## src/hdl/hsv2rgb_pkg.sv

```systemverilog
// Constants and types for the HSV to RGB converter pipeline.
// No dependencies; imported by hsv_to_rgb_converter_top.
package hsv2rgb_pkg;

    // Hue geometry in 1/16 degree units
    localparam logic [9:0]  HUE_SECTOR  = 10'd960;
    // floor(x / 15) = (x * 2185) >> 15 for x < 1024 (x = hue >> 6)
    localparam logic [11:0] DIV15_MUL   = 12'd2185;
    localparam int          DIV15_SHIFT = 15;
    // floor(q / 6) = (q * 43) >> 8 for q < 69
    localparam logic [5:0]  DIV6_MUL    = 6'd43;
    localparam logic [2:0]  SECTOR_CNT  = 3'd6;

    // Fractions: 255 stands for 1.0
    localparam logic [7:0]  FRAC_ONE    = 8'd255;
    // 255 * 960; divided as (x >> 6) / 3825
    localparam logic [17:0] FRAC_DEN    = 18'd244800;
    localparam logic [11:0] DEN_REDUCED = 12'd3825;
    // Reciprocals, rounded down: estimate is the true quotient or one less
    localparam logic [8:0]  DEN_RECIP   = 9'd274;   // floor(2^20 / 3825)
    localparam logic [8:0]  ONE_RECIP   = 9'd257;   // floor(2^16 / 255)

    typedef enum logic [2:0] {
        SECTOR_RED_YEL  = 3'd0,
        SECTOR_YEL_GRN  = 3'd1,
        SECTOR_GRN_CYN  = 3'd2,
        SECTOR_CYN_BLU  = 3'd3,
        SECTOR_BLU_MAG  = 3'd4,
        SECTOR_MAG_RED  = 3'd5
    } sector_t;

endpackage

```

## src/hdl/hsv_to_rgb_converter_top.sv

```systemverilog
// HSV to RGB converter: six-stage pipeline, one pixel per clock while the output drains.
// Depends on hsv2rgb_pkg (constants, sector type).
//
//  channel | handshake           | payload
//  --------+---------------------+------------------------------------------------------
//  input   | in_valid/in_ready   | hue_sixteenths[15:0], saturation[7:0], brightness[7:0]
//  output  | out_valid/out_ready | red[7:0], green[7:0], blue[7:0]
//
// One item enters every cycle while the output drains.
// Stages: hue/960 estimate, sector and remainder, saturation products,
// brightness products, reciprocal quotient estimates, correction and select.
// All stages advance together when the output register is empty or taken;
// a stall freezes the whole pipe, so nothing is lost or repeated.
// Reset (rst_n low) clears only the stage valid bits.
module hsv_to_rgb_converter_top (
    input  logic        clk,
    input  logic        rst_n,
    input  logic        in_valid,
    output logic        in_ready,
    input  logic [15:0] hue_sixteenths,
    input  logic [7:0]  saturation,
    input  logic [7:0]  brightness,
    output logic        out_valid,
    input  logic        out_ready,
    output logic [7:0]  red,
    output logic [7:0]  green,
    output logic [7:0]  blue
);
    import hsv2rgb_pkg::*;

    logic [5:0]  valid_reg;
    logic        advance;

    // stage 1
    logic [21:0] s1_prod_next;
    logic [15:0] s1_hue_reg;
    logic [7:0]  s1_sat_reg;
    logic [7:0]  s1_bri_reg;
    logic [6:0]  s1_q960_reg;

    // stage 2
    logic [15:0] s2_base;
    logic [11:0] s2_prod6;
    logic [9:0]  s2_res_next;
    logic [9:0]  s2_res_reg;
    logic [6:0]  s2_q960_reg;
    logic [3:0]  s2_div6_reg;
    logic [7:0]  s2_sat_reg;
    logic [7:0]  s2_bri_reg;

    // stage 3
    logic [6:0]  s3_mod_base;
    sector_t     s3_sector_next;
    sector_t     s3_sector_reg;
    logic [17:0] s3_sr_reg;
    logic [17:0] s3_st_reg;
    logic [7:0]  s3_np_reg;
    logic [7:0]  s3_bri_reg;

    // stage 4
    logic [25:0] s4_pq_reg;
    logic [25:0] s4_pt_reg;
    logic [15:0] s4_pp_reg;
    logic [7:0]  s4_bri_reg;
    sector_t     s4_sector_reg;

    // stage 5
    logic [28:0] s5_prodq;
    logic [28:0] s5_prodt;
    logic [24:0] s5_prodp;
    logic [19:0] s5_yq_reg;
    logic [19:0] s5_yt_reg;
    logic [15:0] s5_pp_reg;
    logic [7:0]  s5_q0q_reg;
    logic [7:0]  s5_q0t_reg;
    logic [7:0]  s5_q0p_reg;
    logic [7:0]  s5_bri_reg;
    sector_t     s5_sector_reg;

    // stage 6
    logic [19:0] s6_remq;
    logic [19:0] s6_remt;
    logic [15:0] s6_remp;
    logic [7:0]  s6_lq;
    logic [7:0]  s6_lt;
    logic [7:0]  s6_lp;
    logic [7:0]  red_next;
    logic [7:0]  green_next;
    logic [7:0]  blue_next;
    logic [7:0]  red_reg;
    logic [7:0]  green_reg;
    logic [7:0]  blue_reg;

    assign advance   = !valid_reg[5] || out_ready;
    assign in_ready  = advance;
    assign out_valid = valid_reg[5];
    assign red       = red_reg;
    assign green     = green_reg;
    assign blue      = blue_reg;

    always_ff @(posedge clk or negedge rst_n)
    begin
        if (!rst_n)
        begin
            valid_reg <= '0;
        end
        else if (advance)
        begin
            valid_reg <= {valid_reg[4:0], in_valid};
        end
    end

    // hue / 960 = (hue >> 6) / 15
    assign s1_prod_next = 22'(hue_sixteenths[15:6]) * 22'(DIV15_MUL);

    // remainder within sector, and (hue / 960) / 6 for the wrap to 0..5
    assign s2_base     = 16'(s1_q960_reg) * 16'(HUE_SECTOR);
    assign s2_res_next = 10'(s1_hue_reg - s2_base);
    assign s2_prod6    = 12'(s1_q960_reg) * 12'(DIV6_MUL);

    assign s3_mod_base    = 7'(s2_div6_reg) * 7'(SECTOR_CNT);
    assign s3_sector_next = sector_t'(3'(s2_q960_reg - s3_mod_base));

    // quotient estimates; each may be one short
    assign s5_prodq = 29'(s4_pq_reg[25:6]) * 29'(DEN_RECIP);
    assign s5_prodt = 29'(s4_pt_reg[25:6]) * 29'(DEN_RECIP);
    assign s5_prodp = 25'(s4_pp_reg) * 25'(ONE_RECIP);

    // single correction step
    assign s6_remq = s5_yq_reg - 20'(s5_q0q_reg) * 20'(DEN_REDUCED);
    assign s6_remt = s5_yt_reg - 20'(s5_q0t_reg) * 20'(DEN_REDUCED);
    assign s6_remp = s5_pp_reg - 16'(s5_q0p_reg) * 16'(FRAC_ONE);
    assign s6_lq   = (s6_remq >= 20'(DEN_REDUCED)) ? s5_q0q_reg + 8'd1 : s5_q0q_reg;
    assign s6_lt   = (s6_remt >= 20'(DEN_REDUCED)) ? s5_q0t_reg + 8'd1 : s5_q0t_reg;
    assign s6_lp   = (s6_remp >= 16'(FRAC_ONE))    ? s5_q0p_reg + 8'd1 : s5_q0p_reg;

    always_comb
    begin
        unique case (s5_sector_reg)
            SECTOR_RED_YEL:
            begin
                red_next = s5_bri_reg; green_next = s6_lt; blue_next = s6_lp;
            end
            SECTOR_YEL_GRN:
            begin
                red_next = s6_lq; green_next = s5_bri_reg; blue_next = s6_lp;
            end
            SECTOR_GRN_CYN:
            begin
                red_next = s6_lp; green_next = s5_bri_reg; blue_next = s6_lt;
            end
            SECTOR_CYN_BLU:
            begin
                red_next = s6_lp; green_next = s6_lq; blue_next = s5_bri_reg;
            end
            SECTOR_BLU_MAG:
            begin
                red_next = s6_lt; green_next = s6_lp; blue_next = s5_bri_reg;
            end
            default:
            begin
                red_next = s5_bri_reg; green_next = s6_lp; blue_next = s6_lq;
            end
        endcase
    end

    always_ff @(posedge clk)
    begin
        if (advance)
        begin
            s1_hue_reg    <= hue_sixteenths;
            s1_sat_reg    <= saturation;
            s1_bri_reg    <= brightness;
            s1_q960_reg   <= s1_prod_next[DIV15_SHIFT+6:DIV15_SHIFT];

            s2_res_reg    <= s2_res_next;
            s2_q960_reg   <= s1_q960_reg;
            s2_div6_reg   <= s2_prod6[11:8];
            s2_sat_reg    <= s1_sat_reg;
            s2_bri_reg    <= s1_bri_reg;

            s3_sector_reg <= s3_sector_next;
            s3_sr_reg     <= 18'(s2_sat_reg) * 18'(s2_res_reg);
            s3_st_reg     <= 18'(s2_sat_reg) * (18'(HUE_SECTOR) - 18'(s2_res_reg));
            s3_np_reg     <= FRAC_ONE - s2_sat_reg;
            s3_bri_reg    <= s2_bri_reg;

            s4_pq_reg     <= 26'(s3_bri_reg) * 26'(FRAC_DEN - s3_sr_reg);
            s4_pt_reg     <= 26'(s3_bri_reg) * 26'(FRAC_DEN - s3_st_reg);
            s4_pp_reg     <= 16'(s3_bri_reg) * 16'(s3_np_reg);
            s4_bri_reg    <= s3_bri_reg;
            s4_sector_reg <= s3_sector_reg;

            s5_yq_reg     <= s4_pq_reg[25:6];
            s5_yt_reg     <= s4_pt_reg[25:6];
            s5_pp_reg     <= s4_pp_reg;
            s5_q0q_reg    <= s5_prodq[27:20];
            s5_q0t_reg    <= s5_prodt[27:20];
            s5_q0p_reg    <= s5_prodp[23:16];
            s5_bri_reg    <= s4_bri_reg;
            s5_sector_reg <= s4_sector_reg;

            red_reg       <= red_next;
            green_reg     <= green_next;
            blue_reg      <= blue_next;
        end
    end

endmodule
```

## config.mk

```make
export PLATFORM = sky130hd
export DESIGN_NAME = hsv_to_rgb_converter_top
export DESIGN_NICKNAME = d
export VERILOG_FILES = /design/src/hdl/hsv2rgb_pkg.sv /design/src/hdl/hsv_to_rgb_converter_top.sv
export SDC_FILE = /design/constraint.sdc
export NUM_CORES = 2
export LEC_CHECK = 0
export ABC_AREA = 1
export BUFFER_PORTS_ARGS = -buffer_cell sky130_fd_sc_hd__buf_4
export CORE_MARGIN = 3
export CORE_UTILIZATION = 35
export CTS_CLUSTER_DIAMETER = 80
export DETAILED_ROUTE_END_ITERATION = 7
export PLACE_DENSITY = 0.6
export SETUP_SLACK_MARGIN = 0.02
export SLEW_MARGIN = 15
export SYNTH_ARGS = -nofsm -noshare
export SYNTH_HDL_FRONTEND = slang
export SYNTH_SLANG_ARGS = --single-unit
```

## constraint.sdc

```tcl
create_clock -name clk -period 23.9 [get_ports clk]
set_input_delay 4.78 -clock clk [delete_from_list [all_inputs] [get_ports clk]]
set_output_delay 4.78 -clock clk [all_outputs]
set_load 0.02 [all_outputs]
```

---- Word level (Yosys, flattened, before mapping) ----
Index checks and enable logic that the tools add are counted.
operators by class
  $add $sub $neg .......................... 12
  $mul .................................... 15
  divide/modulo/power cells ............... 0
  magnitude comparators ................... 3
  eq/ne operators ......................... 4
  shifts and indexed selects .............. 0
  mux-type cells .......................... 6
  bitwise logic cells ..................... 0
  reductions and logical operators ........ 7
operators with widths
  kind                                                                                   count
  8-bit case mux with 3 select lines                                                     3
  20-bit by 8-bit multiplier with 27-bit output, second input constant                   2
  9-bit by 19-bit multiplier with 26-bit output                                          2
  20-bit by 12-bit greater-or-equal comparator with 1-bit output, second input constant  2
  8-bit by 12-bit multiplier with 20-bit output, second input constant                   2
  20-bit subtractor                                                                      2
  18-bit by 18-bit subtractor with 19-bit output, first input constant                   2
  8-bit by 1-bit adder with 8-bit output, second input constant                          3
  16-bit by 9-bit multiplier with 24-bit output, second input constant                   1
  8-bit two-way mux                                                                      3
  10-bit by 12-bit multiplier with 22-bit output, second input constant                  1
  8-bit by 10-bit multiplier with 18-bit output                                          1
  9-bit by 11-bit multiplier with 18-bit output                                          1
  16-bit by 8-bit greater-or-equal comparator with 1-bit output, second input constant   1
  8-bit by 8-bit multiplier with 16-bit output                                           1
  8-bit by 8-bit multiplier with 16-bit output, second input constant                    1
  16-bit subtractor                                                                      1
  7-bit by 6-bit multiplier with 12-bit output, second input constant                    1
  10-bit by 10-bit subtractor with 11-bit output, first input constant                   1
  10-bit subtractor                                                                      1
  2-bit OR reduction                                                                     4
  8-bit subtractor, first input constant                                                 1
  7-bit by 4-bit multiplier with 4-bit output, second input constant                     1
  3-bit by 2-bit equality test with 1-bit output, second input constant                  2
  7 further kinds                                                                        7
storage, ports and cells
  bits in registers ....................... 321
  bits in latches ......................... 0
  memory bits (writable) .................. 0
  bits in read-only memories .............. 0
  logic and storage cells ................. 78
  memories ................................ 0

---- Logic depth before layout (Yosys ltp) ----
  word-level depth ........................ 5
  mapped depth ............................ 32

---- Worst setup path before layout ----
No wires, ideal clock.
  kind .................................... input -> output
  from .................................... input port out_ready
  to ...................................... output port in_ready
  data arrival time ....................... 13.317 ns
  required time ........................... 19.120 ns
  path slack .............................. 5.803 ns
  stages .................................. 3
  path buffers ............................ 1
  cells stage by stage .................... inv_1 > nand2_1 > clkbuf_1
between the ends
  longest elaborated chain between the ends .. 1
ends and longest elaborated chain
  item                line                            text
  start: declaration  hsv_to_rgb_converter_top.sv:24  input logic out_ready,
  1-bit logical OR    hsv_to_rgb_converter_top.sv:94  assign advance = !valid_reg[5] || out_ready;
  end: declaration    hsv_to_rgb_converter_top.sv:19  output logic in_ready,
Every way passes these cells.

---- Final worst setup path ----
Same ends and word-level chain as after synthesis.

==> impl_metrics.csv <==
group,metric,value,unit
synthesis,synth_top_area_share,25.1,%
timing,clock_skew,28.1,ps
place,placedCellCount,6623,
grt,grt_pass1_vias,31388,
grt,grt_max_degree,85,
finish,final_cells,6695,
synthesis,synth_edf_count,300,
worst_setup_path,crit_slowest_cell,"nand2_4",
synthesis,yosysTopAreaCell,"fa_1",
clock_tree,clkTransAtPathRegs,60,ps
grt,grt_pass1_wl,156000,um
synthesis,syn_inst,5000,
clock_tree,clk_latency,590,ps
grt,overflow,0,
timing,worst_pin_slew,1160,ps
timing,min_period,10490,ps
clock_tree,post_cts_buffers,0,
floorplanning,fp.coreArea,122000,sq um
route,num_vias,30673,
finish,area_delta_synth_final,8.53,%
worst_setup_path,path_common_cell,"buf_4",
route,first_iter_violations,1548,
worst_hold_path,hold_path_class,"reg -> reg",
timing,drv_slew,0,
worst_setup_path,critical_path_class,"in -> out",
floorplanning,dieArea,127000,sq um
grt,antenna_found_initial,2,
synthesis,synth-seq-area-share,21.3,%
route,ant_nets,0,
timing,timing.final.crit_share,43.9,%
synthesis,yosysMostFrequentCell,"inv_1",
clock_tree,cts_buffers,40,
worst_setup_path,crit_path_max_incr_delay,350,ps
worst_setup_path,crit_arrival,5710,ps
finish,nets,6211,
route,wl_per_cell,13.8,um
timing,setup_viol_count_final,0,
floorplanning,rows,128,
synthesis,yosys_warnings,0,
floorplanning,fp.dieW,357,um
route,wl,92100,um
clock_tree,postCtsHoldBufs,0,
grt,grt_usage,14.8,%
worst_setup_path,critical_path_buf_inv_count,3,
timing,max-slew-margin-rel,22.4,%
worst_setup_path,crit_family,"buffers and inverters",
job,cap_viol_max_count,0,
synthesis,syn_area,43100,sq um
clock_tree,cts-root-buf,"clkbuf_16",
synthesis,synthFlopType,"edfxtp_1",
clock_tree,cts_tree,"built",
synthesis,postSynthAreaPerCell,8.61,sq um
synthesis,ys_ff_latch,306,
finish,fill_cells,12339,
route,drt_first_pass_iters,5,
worst_setup_path,end_kind,"primary output",
timing,setup_tns,0,ps
floorplanning,chipHeight,357,um
place,port_buffers,61,
clock_tree,post_cts_resized,0,
place,dp_hpwl,77200,um
floorplanning,io_pins,62,
worst_setup_path,worstPathRequired,19120,ps
clock_tree,clock-sinks,306,
synthesis,ys_types,54,
synthesis,synth_common_cells,"inv_1 (1335), nand2_1 (901), ha_1 (595)",
clock_tree,cts_htree_levels,2,
finish,diodes,0,
timing,hold_violations,0,
worst_setup_path,path_cells,"buf_4 -> inv_1 -> nand2_4 -> buf_4",
place,place_congestion,0.865,
floorplanning,initial_utilization,35.3,%
worst_setup_path,cp-start-kind,"input pin",
synthesis,synth_area_leaders,"fa_1 (25%), edfxtp_1 (21%), ha_1 (17%)",
status,status,"finished clean",
synthesis,async_flop_share,1.96,%
route,drcViolationCount,0,
synthesis,synth_fp_nets,6171,
finish,drive_gt1_share,4.14,%
clock_tree,clockBufferDepth,3,
route,via_per_inst,4.58,
timing,fmax,95.3,MHz
worst_setup_path,path_max_fanout,49,
timing,rsz0062_at_grt,"false",
[metal layers]
layer  global-route usage [%]  wire, um
met1                     20.0     43000
met2                     25.1     43200
met3                     1.91      3530
met4                     3.90      2320
met5                        0         0
[worst register-to-register path, cell delays in order, from the launching register on]
cell,delay [ps]
edfxtp_1,540
inv_1,140
ha_1,200
inv_1,50
nor3_1,350
nand2_1,130
a21oi_1,230
nand3_1,200
nand2_1,150
xor2_1,310
inv_1,190
nor2_1,170
fa_1,460
fa_1,490
inv_1,50
fa_1,530
inv_1,50
fa_1,470
ha_1,380
nand2_1,130
nor2_1,170
nand2_1,110
nor4_1,200
nand2_1,110
o211ai_1,180
nand4_1,150
o211ai_1,130
xor2_1,90
[layout by cell type (no fill, tap or decap), drive strengths merged, types with 8 or more instances in the layout]
cell / Yosys / final
a21o: 14 / 14
a21oi: 180 / 180
buf: 7 / 72
clkbuf: 67 / 44
clkinv: 4 / 15
edfxtp: 300 / 300
fa: 540 / 540
ha: 595 / 595
inv: 1341 / 1350
nand2: 918 / 918
nand3: 198 / 198
nand3b: 8 / 8
nand4: 72 / 72
nor2: 369 / 369
nor3: 33 / 33
o21a: 9 / 9
o21ai: 79 / 79
o21bai: 17 / 17
or2: 17 / 17
xnor2: 65 / 65
xor2: 119 / 119
[final timing paths]
path,start,endpoint,slack [ps],depth (start not counted)
worst min-delay path,s1_bri_reg[2],s2_bri_reg[2],410,0
worst max register to register,s3_sr_reg[0],s4_pq_reg[25],17240,27
min in group asynchronous,rst_n,valid_reg[0],4010,1
max in group asynchronous,rst_n,valid_reg[2],19780,1
worst min register to register,s1_bri_reg[2],s2_bri_reg[2],410,0
worst max-delay path,out_ready,in_ready,13410,4
[kinds of logic (layout without fill, tap and decap cells)]
logic type | count (synthesis) | count (layout) | share of synthesized area, %
simple gates | 1624 | 1624 | 15.8
fa+ha+maj | 1135 | 1135 | 42.4
flops | 306 | 306 | 21.3
xor+xnor | 184 | 184 | 3.76
buf+inv | 1419 | 1489 | 12.4
compound gates | 332 | 332 | 4.42
[per-stage QoR]
| step | hold WS, ps | worst slack (ps) | util [%] | area (sq um) |
|---|---|---|---|---|
| 2_1_floorplan | 400 | 5800 | - | 43100 |
| 3_3_place_gp | 401 | 13380 | 37.2 | 45400 |
| 3_5_place_dp | 405 | 13370 | 37.2 | 45400 |
| 4_1_cts | 418 | 13360 | 38.3 | 46700 |
| 5_1_grt | 422 | 13290 | 38.3 | 46700 |
| 6_report | 414 | 13410 | 38.3 | 46700 |
[area by class of cell]
type | instances | area, sq um | area share, %
Tap cell | 1625 | 2030 | 4.35
Sequential cell | 306 | 9160 | 19.6
Clock buffer | 44 | 1040 | 2.22
Inverter | 1345 | 5050 | 10.8
Clock inverter | 28 | 350 | 0.749
Timing Repair Buffer | 72 | 541 | 1.16
Multi-Input combinational cell | 3275 | 28600 | 61.1
Power is left out: the tool's default activity adds up to more than one toggle a clock period on the data nets, which glitch-free logic cannot reach.
